`src/sv/qct_pkg.sv`:
```
`timescale 1ns / 1ps
package qct_pkg;

  localparam int unsigned MAX_TIMERS = 4;
  localparam int unsigned NUM_TIMERS = 4;

  // Request codes.
  typedef enum logic [1:0] {
    REQ_TICK  = 2'd0,
    REQ_READ  = 2'd1,
    REQ_WRITE = 2'd2
  } req_e;

  // Byte position within one timer's four-byte slot.
  localparam logic [1:0] SUB_LO  = 2'd0;
  localparam logic [1:0] SUB_HI  = 2'd1;
  localparam logic [1:0] SUB_CTL = 2'd2;

  // Control byte bits.
  localparam int unsigned CTL_ENABLE_BIT  = 7;
  localparam int unsigned CTL_IRQ_BIT     = 6;
  localparam int unsigned CTL_CASCADE_BIT = 2;

  typedef struct packed {
    logic [1:0] req_type;
    logic [3:0] reg_offset;
    logic [7:0] write_data;
  } req_t;

  typedef struct packed {
    logic [7:0] read_data;
    logic [3:0] overflow_mask;
    logic [3:0] irq_mask;
  } rsp_t;

  // Per-cell strobes from the decoder.
  typedef struct packed {
    logic tick;
    logic wr_lo;
    logic wr_hi;
    logic wr_ctl;
  } cell_ctl_t;

  // Per-cell event flags for this tick.
  typedef struct packed {
    logic wrap;
    logic irq;
  } cell_sts_t;

  // Prescaler terminal count for each select code.
  function automatic logic [10:0] prescale_limit(input logic [1:0] sel);
    logic [10:0] lim;
    case (sel)
      2'd0:    lim = 11'd1;
      2'd1:    lim = 11'd64;
      2'd2:    lim = 11'd256;
      default: lim = 11'd1024;
    endcase
    return lim;
  endfunction

endpackage

```
`src/sv/quad_cascade_timer_core.sv`:
```
`timescale 1ns / 1ps
// Quad cascadable 16-bit timer block with prescalers.
//
// Input channel (in_valid_i / in_ready_o / in_word_i): each word is a clock
// tick, a byte read or a byte write into the 16-byte register window
// (timer = offset[3:2]; bytes: reload/count low, high, control, unused).
// Output channel (out_valid_o / out_ready_i / out_word_o): one word per input
// word, in order, carrying the read byte and the overflow and interrupt
// masks of that tick.
//
// Each word is decoded, the timer cells update and the result is captured in
// the output register at the same edge. Throughput is one word per cycle
// while the receiver does not stall; a wrap ripples through the chain of
// timer cells within the same cycle, so the cascade path (four 16-bit
// all-ones compares and an AND chain) sets the clock period.
//
// Reset clears all counters, reload values, control bytes and prescalers and
// empties the output register. When the receiver stalls, the output word
// holds and in_ready_o drops until it is taken; the input is still accepted
// in the same cycle the held word leaves.
module quad_cascade_timer_core #(
  parameter int unsigned NumTimers = qct_pkg::NUM_TIMERS
) (
  input  logic          clk_i,
  input  logic          rst_ni,
  input  logic          in_valid_i,
  output logic          in_ready_o,
  input  qct_pkg::req_t in_word_i,
  output logic          out_valid_o,
  input  logic          out_ready_i,
  output qct_pkg::rsp_t out_word_o
);
  import qct_pkg::*;

  logic        in_acc;
  logic [1:0]  sel_timer;
  logic [1:0]  sel_sub;
  logic        is_tick, is_read, is_write;

  logic [15:0] count_w [MAX_TIMERS];
  logic [7:0]  ctrl_w  [MAX_TIMERS];
  logic [3:0]  wrap_w;
  logic [3:0]  irq_w;

  logic        out_valid_q, out_valid_d;
  rsp_t        out_word_q, out_word_d;
  logic [7:0]  rd_byte;

  // Take a new word whenever the output register is empty or draining.
  assign in_ready_o = ~out_valid_q | out_ready_i;
  assign in_acc     = in_valid_i & in_ready_o;

  assign sel_timer = in_word_i.reg_offset[3:2];
  assign sel_sub   = in_word_i.reg_offset[1:0];
  assign is_tick   = in_acc & (in_word_i.req_type == REQ_TICK);
  assign is_read   = in_acc & (in_word_i.req_type == REQ_READ);
  assign is_write  = in_acc & (in_word_i.req_type == REQ_WRITE);

  // Build the chain: each cell hands its wrap to the right neighbor as carry.
  for (genvar t = 0; t < MAX_TIMERS; t++) begin : g_cell
    if (t < NumTimers) begin : g_live
      cell_ctl_t  ctl;
      cell_sts_t  sts;
      logic       carry_in;
      logic       hit_me;

      assign hit_me     = is_write & (sel_timer == t[1:0]);
      assign ctl.tick   = is_tick;
      assign ctl.wr_lo  = hit_me & (sel_sub == SUB_LO);
      assign ctl.wr_hi  = hit_me & (sel_sub == SUB_HI);
      assign ctl.wr_ctl = hit_me & (sel_sub == SUB_CTL);

      if (t == 0) begin : g_head
        // Nothing feeds the first timer.
        assign carry_in = 1'b0;
      end else begin : g_link
        assign carry_in = wrap_w[t-1];
      end

      qct_cell u_cell (
        .clk_i   (clk_i),
        .rst_ni  (rst_ni),
        .ctl_i   (ctl),
        .wdata_i (in_word_i.write_data),
        .carry_i (carry_in),
        .sts_o   (sts),
        .count_o (count_w[t]),
        .ctrl_o  (ctrl_w[t])
      );

      assign wrap_w[t] = sts.wrap;
      assign irq_w[t]  = sts.irq;
    end else begin : g_absent
      // Absent timers read as zero and never wrap.
      assign count_w[t] = '0;
      assign ctrl_w[t]  = '0;
      assign wrap_w[t]  = 1'b0;
      assign irq_w[t]   = 1'b0;
    end
  end

  // Read mux; the unused byte reads as zero.
  always_comb begin
    case (sel_sub)
      SUB_LO:  rd_byte = count_w[sel_timer][7:0];
      SUB_HI:  rd_byte = count_w[sel_timer][15:8];
      SUB_CTL: rd_byte = ctrl_w[sel_timer];
      default: rd_byte = '0;
    endcase
  end

  always_comb begin
    out_valid_d = out_valid_q;
    out_word_d  = out_word_q;
    if (in_acc) begin
      out_valid_d              = 1'b1;
      out_word_d.read_data     = is_read ? rd_byte : '0;
      out_word_d.overflow_mask = is_tick ? wrap_w : '0;
      out_word_d.irq_mask      = is_tick ? irq_w : '0;
    end else if (out_ready_i) begin
      // Drop the word once the receiver has taken it.
      out_valid_d = 1'b0;
    end
  end

  always_ff @(posedge clk_i or negedge rst_ni) begin
    if (!rst_ni) begin
      out_valid_q <= 1'b0;
    end else begin
      out_valid_q <= out_valid_d;
    end
  end

  always_ff @(posedge clk_i) begin
    out_word_q <= out_word_d;
  end

  assign out_valid_o = out_valid_q;
  assign out_word_o  = out_word_q;

`ifndef SYNTH
  a_no_take_when_stalled: assert property (@(posedge clk_i) disable iff (!rst_ni)
    (out_valid_o && !out_ready_i) |-> !in_ready_o)
    else $error("input taken while output word stalled");

  a_irq_within_ovf: assert property (@(posedge clk_i) disable iff (!rst_ni)
    out_valid_o |-> ((out_word_o.irq_mask & ~out_word_o.overflow_mask) == 4'd0))
    else $error("interrupt flagged without overflow");

  a_bus_no_events: assert property (@(posedge clk_i) disable iff (!rst_ni)
    (in_valid_i && in_ready_o && in_word_i.req_type != REQ_TICK) |=>
    (out_word_o.overflow_mask == 4'd0 && out_word_o.irq_mask == 4'd0))
    else $error("events reported on a bus access");

  a_tick_no_data: assert property (@(posedge clk_i) disable iff (!rst_ni)
    (in_valid_i && in_ready_o && in_word_i.req_type == REQ_TICK) |=>
    (out_valid_o && out_word_o.read_data == 8'd0))
    else $error("tick result lost or carries read data");
`endif

endmodule

```
`src/sv/qct_cell.sv`:
```
`timescale 1ns / 1ps
module qct_cell (
  input  logic               clk_i,
  input  logic               rst_ni,
  input  qct_pkg::cell_ctl_t ctl_i,
  input  logic [7:0]         wdata_i,
  input  logic               carry_i,
  output qct_pkg::cell_sts_t sts_o,
  output logic [15:0]        count_o,
  output logic [7:0]         ctrl_o
);
  import qct_pkg::*;

  logic [15:0] count_q, count_d;
  logic [15:0] reload_q, reload_d;
  logic [7:0]  ctrl_q, ctrl_d;
  logic [9:0]  pre_q, pre_d;

  logic        en, casc, free_run, hit, bump, wrap, start;
  logic [10:0] pre_sum;

  assign en       = ctrl_q[CTL_ENABLE_BIT];
  assign casc     = ctrl_q[CTL_CASCADE_BIT];
  assign free_run = ctl_i.tick & en & ~casc;
  assign pre_sum  = {1'b0, pre_q} + 11'd1;
  assign hit      = pre_sum >= prescale_limit(ctrl_q[1:0]);
  // Advance on own prescaler, or on a carry from the left neighbor when chained.
  assign bump     = (free_run & hit) | (carry_i & en & casc);
  assign wrap     = bump & (count_q == 16'hFFFF);
  assign start    = ctl_i.wr_ctl & ~en & wdata_i[CTL_ENABLE_BIT];

  always_comb begin
    count_d  = count_q;
    reload_d = reload_q;
    ctrl_d   = ctrl_q;
    pre_d    = pre_q;
    if (start) begin
      count_d = reload_q;
      pre_d   = '0;
    end else if (bump) begin
      count_d = wrap ? reload_q : count_q + 16'd1;
    end
    if (free_run) begin
      pre_d = hit ? '0 : pre_sum[9:0];
    end
    if (ctl_i.wr_lo) begin
      reload_d = {reload_q[15:8], wdata_i};
    end
    if (ctl_i.wr_hi) begin
      reload_d = {wdata_i, reload_q[7:0]};
    end
    if (ctl_i.wr_ctl) begin
      ctrl_d = wdata_i;
    end
  end

  always_ff @(posedge clk_i or negedge rst_ni) begin
    if (!rst_ni) begin
      count_q  <= '0;
      reload_q <= '0;
      ctrl_q   <= '0;
      pre_q    <= '0;
    end else begin
      count_q  <= count_d;
      reload_q <= reload_d;
      ctrl_q   <= ctrl_d;
      pre_q    <= pre_d;
    end
  end

  assign sts_o.wrap = wrap;
  assign sts_o.irq  = wrap & ctrl_q[CTL_IRQ_BIT];
  assign count_o    = count_q;
  assign ctrl_o     = ctrl_q;

endmodule
```
`config.mk`:
```
export PLATFORM = sky130hd
export DESIGN_NAME = quad_cascade_timer_core
export DESIGN_NICKNAME = d
export VERILOG_FILES = /design/src/sv/qct_pkg.sv /design/src/sv/quad_cascade_timer_core.sv /design/src/sv/qct_cell.sv
export SDC_FILE = /design/constraint.sdc
export NUM_CORES = 1
export LEC_CHECK = 0
export ABC_CLOCK_PERIOD_IN_PS = 5000
export BUFFER_PORTS_ARGS = -buffer_cell sky130_fd_sc_hd__buf_2
export CELL_PAD_IN_SITES_DETAIL_PLACEMENT = 1
export CELL_PAD_IN_SITES_GLOBAL_PLACEMENT = 2
export CORE_MARGIN = 3
export CORE_UTILIZATION = 35
export DETAILED_ROUTE_END_ITERATION = 8
export PLACE_DENSITY = 0.77
export SLEW_MARGIN = 20
export SYNTH_ARGS = -nofsm -noshare
export SYNTH_HDL_FRONTEND = slang
export SYNTH_SLANG_ARGS = --single-unit
export TNS_END_PERCENT = 1
```
`constraint.sdc`:
```
create_clock -name clk_i -period 5 [get_ports clk_i]
set_input_delay 1 -clock clk_i [delete_from_list [all_inputs] [get_ports clk_i]]
set_output_delay 1 -clock clk_i [all_outputs]
set_load 0.02 [all_outputs]
```
### After elaboration in Yosys (flattened, before gate mapping)

Cells that the tools add are included.

| storage, ports and cells | value |
|---|---|
| input port bits | 18 |
| word-level logic and storage cells | 193 |
| flip-flop bits (word level) | 217 |
| output and inout bits | 18 |

| cells by class | value |
|---|---|
| equal/unequal tests | 19 |
| reduce and logical (&&, ||, !) cells | 20 |
| bitwise operators | 72 |
| add/subtract/negate cells | 8 |
| magnitude comparators | 5 |
| muxes and demuxes | 45 |

Operators by type and width:

| kind | number |
|---|---|
| 16-bit 2-to-1 mux | 18 |
| 11-bit case mux with 3 select lines | 4 |
| 10-bit 2-to-1 mux | 12 |
| 16-bit by 1-bit adder with 16-bit output, second input constant | 4 |
| 16-bit equality test, second input constant | 4 |
| 1-bit bitwise AND | 54 |
| 8-bit 2-to-1 mux | 6 |
| 10-bit by 1-bit adder with 11-bit output, second input constant | 4 |
| 11-bit >= comparator | 4 |
| 16-bit binary-select mux with 2-bit select | 1 |
| 8-bit case mux with 3 select lines | 1 |
| 2-bit nonzero test | 9 |
| 8-bit binary-select mux with 2-bit select | 1 |
| 2-bit equality test, second input constant | 8 |
| 2-bit by 1-bit equality test with 1-bit output, second input constant | 7 |
| 2-bit logical NOT | 7 |
| 1-bit NOT | 13 |
| 2-bit AND reduction | 4 |
| 1-bit bitwise OR | 4 |
| 3-bit >= comparator, second input constant | 1 |
| 2-bit NOT with 3-bit output | 1 |
| 1-bit 2-to-1 mux | 2 |

### Longest topological paths before layout

| depth | value |
|---|---|
| word-level depth | 23 |
| gate-level depth with buffers | 16 |
| mapped depth without buffers | 14 |

### Hierarchy

Synthesis repeated with hierarchy kept, for this count alone.

| second synthesis, totals | value |
|---|---|
| cells, all modules | 1175 |
| area total of the unflattened synthesis | 12612.1 µm² |

By module, submodules not included:

| module | instances | area each (µm²) | cells an instance | seq. area each (µm²) |
|---|---|---|---|---|
| qct_cell at g_cell[0].g_live.u_cell ... | 3 | 2758.9 | 256 | 1251.2 |
| qct_cell at g_cell[1].g_live.u_cell | 1 | 2827.7 | 290 | 1251.2 |
| quad_cascade_timer_core | 1 | 1507.7 | 117 | 505.5 |

### Worst setup path before layout

No wires, ideal clock.

| path | value |
|---|---|
| path kind | reg2reg |
| start | reg g_cell[0].g_live.u_cell.pre_q[4] |
| end | reg g_cell[1].g_live.u_cell.count_q[10] |
| period minus slack after synthesis | 3.536 ns |
| path buffers | 2 |
| cell stages (with the launch flop) | 15 |
| library setup time | 0.121 ns |
| arrival | 3.415 ns |
| setup slack | 1.464 ns |
| data required time | 4.879 ns |
| path through | dfrtp_1 and4_1 buf_4 nand4_1 xnor2_1 ha_1 and4b_1 a2111o_1 a221o_1 and2_4 o211ai_2 and2_1 buf_4 mux2_2 o22a_1 |

| between the ends | value |
|---|---|
| word-level cells in the longest chain between the ends | 11 |
| elaborated cells on any way between the ends | 12 |
| classes of those cells | add/sub (1); order compare (1); mux (3); bitwise (6); reduce/logical (1) |

Ends and longest elaborated chain:

| what | RTL line | text |
|---|---|---|
| from (decl) | qct_cell.sv:17 | `logic [9:0] pre_q, pre_d;` |
| from (signal assigned) | qct_cell.sv:67 | `pre_q <= pre_d;` |
| 10-bit by 1-bit adder with 11-bit output * | qct_cell.sv:25 | `assign pre_sum = {1'b0, pre_q} + 11'd1;` |
| 11-bit >= comparator * | qct_cell.sv:26 | `assign hit = pre_sum >= prescale_limit(ctrl_q[1:0]);` |
| 1-bit bitwise AND * | qct_cell.sv:28 | `assign bump = (free_run & hit) \| (carry_i & en & casc);` |
| 1-bit bitwise AND * | qct_cell.sv:29 | `assign wrap = bump & (count_q == 16'hFFFF);` |
| 1-bit bitwise AND * (2 in series) | qct_cell.sv:28 |  |
| 1-bit bitwise OR * | qct_cell.sv:28 |  |
| 1-bit bitwise AND | qct_cell.sv:29 |  |
| 16-bit 2-to-1 mux | qct_cell.sv:41 | `count_d = wrap ? reload_q : count_q + 16'd1;` |
| 16-bit 2-to-1 mux | qct_cell.sv:40 | `end else if (bump) begin` |
| 16-bit 2-to-1 mux | qct_cell.sv:37 | `if (start) begin` |
| to (signal assigned) | qct_cell.sv:64 | `count_q <= count_d;` |
| to (decl) | qct_cell.sv:14 | `logic [15:0] count_q, count_d;` |

Mark *: on every way between the ends. The rest lies on a longest branch, timed or not. The select of a mux whose other input is x is not followed.
A chain may end at the register's enable or synchronous reset.

### Worst setup path after layout

Ends and elaborated chain as after synthesis.

==> results summary <==
In the routed layout, each cell is associated on average with a via count of 5.75. The sequential fraction of the synthesis area is 0.452. Max-cap violations in this run came to 0. STA puts the critical path data arrival time at 4750 ps.

Summed over all cells, the static leakage comes to 6.05 nW. The startpoint identified for the worst register-to-register timing path is g_cell[0].g_live.u_cell.pre_q[4]. Wires add up to 37.5 mm. Counting every net in the synthesized netlist gives 1242. Synthesis inferred 217 register bits. The category of the worst setup path launch point is a flip-flop. The via count of the first global-routing pass came out at 10040.

The maximum number of pins on one net before global-route repair came out at 94. The share of the core filled with cells in the final layout came out at 0.403. The initial standard-cell utilization of the core came out at 0.359. The finished layout holds 1683 standard cells, fillers aside.

The highest-utilization routing layer at the global route stage is met2. Yosys attributes the largest share of cell area to sky130_fd_sc_hd__dfrtp_1, sky130_fd_sc_hd__mux2_2, sky130_fd_sc_hd__mux4_2, sky130_fd_sc_hd__edfxtp_1, sky130_fd_sc_hd__o21ai_0. Among all cell types in the netlist, the one instantiated most often is sky130_fd_sc_hd__dfrtp_1.

For met2 alone, demand over resource in global routing was 0.340. Pin placement for this block handled 36 I/O pins. The flow ran to the end, and the final reports show no timing, DRC or antenna violations. The area growth from synthesis to layout is 12.2%. For this run, global-route usage on met1 was measured as 0.289. The number of vias after detailed routing is 9684. The first global-routing pass estimated 59.4 mm of wire. The total power divided by cell area came out at 335 nW/um^2. The count of synthesis-stage warnings from yosys came out at 0.

The DRC violation total after the first TritonRoute iteration came out at 546. The worst stage delay on the critical path is 480 ps. The number of buffers created by CTS came out at 27. The number of synthesized flops with an enable pin is 16.

The fraction of final layout cells with drive strength greater than 1 came out at 0.193. The largest fanout on the critical path came out at 12. Dividing the final minimum period by the clock period gives 0.865.

Setup repair after global routing left no endpoint under its margin. The setup slack of the worst register-to-register path is 680 ps. The synthesized area per cell is 10.2 sq um.

For this run, the post-layout net count is 1258. Clock tree synthesis found a total of 217 sinks. The critical path in this run is classified as reg2reg. The clock skew after layout came out at 12.0 ps.

The timing startpoint of the critical path is g_cell[0].g_live.u_cell.pre_q[4]. For this run, the leading register cell type out of synthesis is sky130_fd_sc_hd__dfrtp_1. The required time at the worst-slack endpoint is 5430 ps. The gate count after technology mapping came out at 1200. The synthesized design spends more area on one cell type than any other, namely sky130_fd_sc_hd__dfrtp_1. The hold-fix buffer count after cts is 0.

The number of buffers added for setup after CTS came out at 0. The chip width came out at 193 microns. The total number of placement rows is 67. On the final layout, the worst hold slack is 474 ps.

The clock reaches the later pin of the worst-skew pair after 540 ps. The number of different library cells used by synthesis comes to 79. Once routing completed, OpenROAD measured the worst setup slack at 675 ps.

In this run the standard cell core region covers 34000 sq um. The commonest cells after synthesis are sky130_fd_sc_hd__dfrtp_1, sky130_fd_sc_hd__mux2_2, sky130_fd_sc_hd__nor2_1. The number of cells in the design after placement is 1635. Post-CTS repair changed the size of 0 cells. The fraction of post-synthesis cell area in the top cell type by area is 0.412.

The longest clock path from root to sink contains 3 buffers. The largest voltage drop on the vdd net came out at 266 uV. Static timing analysis puts the maximum clock frequency at 231 MHz. The critical path capture point type is a flip-flop. The H-tree depth came out at 1. The floorplan die height came out at 193 microns.

The half-perimeter wire length of the detailed placement result came out at 26.1 mm. The slew at the pin closest to its max-slew limit came out at 1010 ps. The tree is rooted in a sky130_fd_sc_hd__clkbuf_16. The total routing resource utilization after global routing came out at 0.205. Counting flops with an async set or reset pin after synthesis yields a share of 0.926. Timing analysis after detailed placement gives a worst setup slack of 721 ps. The average detailed-routed wire length per instance is 22.3 microns. The cell at the slowest stage of the critical path is sky130_fd_sc_hd__dfrtp_1. The count of endpoints failing setup in the final report is 0. The TritonCTS clock tree is yes. The final critical-path required period is 4320 ps. The area enclosed by the die boundary came out at 37100 sq um. After synthesis the cells add up to 12200 sq um.

The worst hold path belongs to the class in2async. Routability-driven placement finished with a final weighted congestion of 0.834. The global-route track usage on met3 is 0.0234.

The number of antenna violations at the first check in global routing came to 0. The count of antenna-violating nets left after detailed routing came out at 0. The worst relative slew slack is 0.325. The length of the first detailed-routing pass in iterations is 4.

The summed negative setup slack over all endpoints is 0 ps. The remaining global-route overflow is 0. The max-slew violation count is 0. The number of I/O port buffers came out at 35. The signal on the critical path passes through and4_1 -> nand4_1 -> xnor2_1 -> ha_1 -> and4b_1 -> a2111o_1 -> a221o_1 -> and2_4 -> o211ai_2 -> buf_4 -> and2_1 -> mux2_2 -> o22a_1. After clock tree synthesis, the clock-pin slew on the worst setup and hold paths is 60 ps.

The post-route DRC violation count came out at 0. The number of antenna diodes came out at 0. The final count of hold timing violations was 0.
[per-stage QoR]
stage	power, mW	area, sq um
detailed placement	2.62	12800
floorplan	2.39	12200
global route	4.79	13700
global placement	2.60	12800
finish	4.59	13700
CTS	4.64	13700
[where the power goes]
group,switching (mW),internal (mW)
Sequential,0.177,1.92
Clock,0.787,1.21
Combinational,0.262,0.226
[layout make-up]
cell class | count | area (sq um)
inverters | 29 | 109
clock inverters | 13 | 146
flip-flops and latches | 217 | 5510
fillers | 3807 | 20300
repair buffers | 54 | 328
multi-input cells | 887 | 6270
clock buffers | 35 | 756
well taps | 448 | 561
[final timing paths]
check / to / cells after the start
max in group asynchronous: g_cell[1].g_live.u_cell.reload_q[0] / 2
min in group clk_i: g_cell[2].g_live.u_cell.count_o[11] / 1
setup / recovery: g_cell[1].g_live.u_cell.count_o[10] / 13
hold / removal: g_cell[1].g_live.u_cell.pre_q[4] / 1
hold reg to reg: g_cell[2].g_live.u_cell.count_o[11] / 1
setup reg to reg: g_cell[1].g_live.u_cell.count_o[10] / 13
[critical path, delay by kind of cell (launching register included)]
| kind | cells | cell delay [ps] |
|---|---|---|
| AND/OR/NAND/NOR | 5 | 1460 |
| AO/OA/AOI/OAI | 4 | 1120 |
| flip-flops | 1 | 480 |
| multiplexers | 1 | 380 |
| adder cells (fa/ha/maj) | 1 | 310 |
| XOR/XNOR | 1 | 270 |
| buffers and inverters | 1 | 200 |
[state kept, by name (all words and copies together) (netlist names)]
signal / count
out_valid_o: 1
g_cell.g_live.u_cell.count_o: 64
out_word_o: 16
g_cell.g_live.u_cell.ctrl_o: 32
g_cell.g_live.u_cell.reload_q: 64
g_cell.g_live.u_cell.pre_q: 40
[placed cells by master (no fill, tap or decap), drive strengths merged, types with 9 or more instances in the layout]
cell type,count
nor3,28
nor4,9
nand2,92
inv,29
o31ai,12
mux4,24
mux2,95
mux2i,18
o21ai,89
ha,24
edfxtp,16
a31oi,9
xnor2,9
and2,15
or3,10
and3,29
dfrtp,201
o211ai,10
nand3,63
buf,54
clkinv,9
nor2,96
nand4,30
a21oi,63
nor2b,11
nand2b,28
xor2,15
clkbuf,35
a221o,9
[logic make-up after synthesis]
logic type / after synthesis / synth area share
muxes: 137 / 0.147
AOI/OAI and AO/OA: 262 / 0.139
adders and majority gates: 24 / 0.0246
buffers and inverters: 96 / 0.0344
DFF: 217 / 0.452
xor gates and xnor gates: 24 / 0.0172
and+or+nand+nor: 440 / 0.186
[metal layers]
layer  up-vias  part of all wire  wire length [microns]
met1      4996              0.48                  17800
met3        44             0.033                   1260
met2       153              0.47                  17600
met4         0             0.020                    768
li1       4491                 -                      -
met5         -                 0                      0
(Power assumes the default switching activity.)
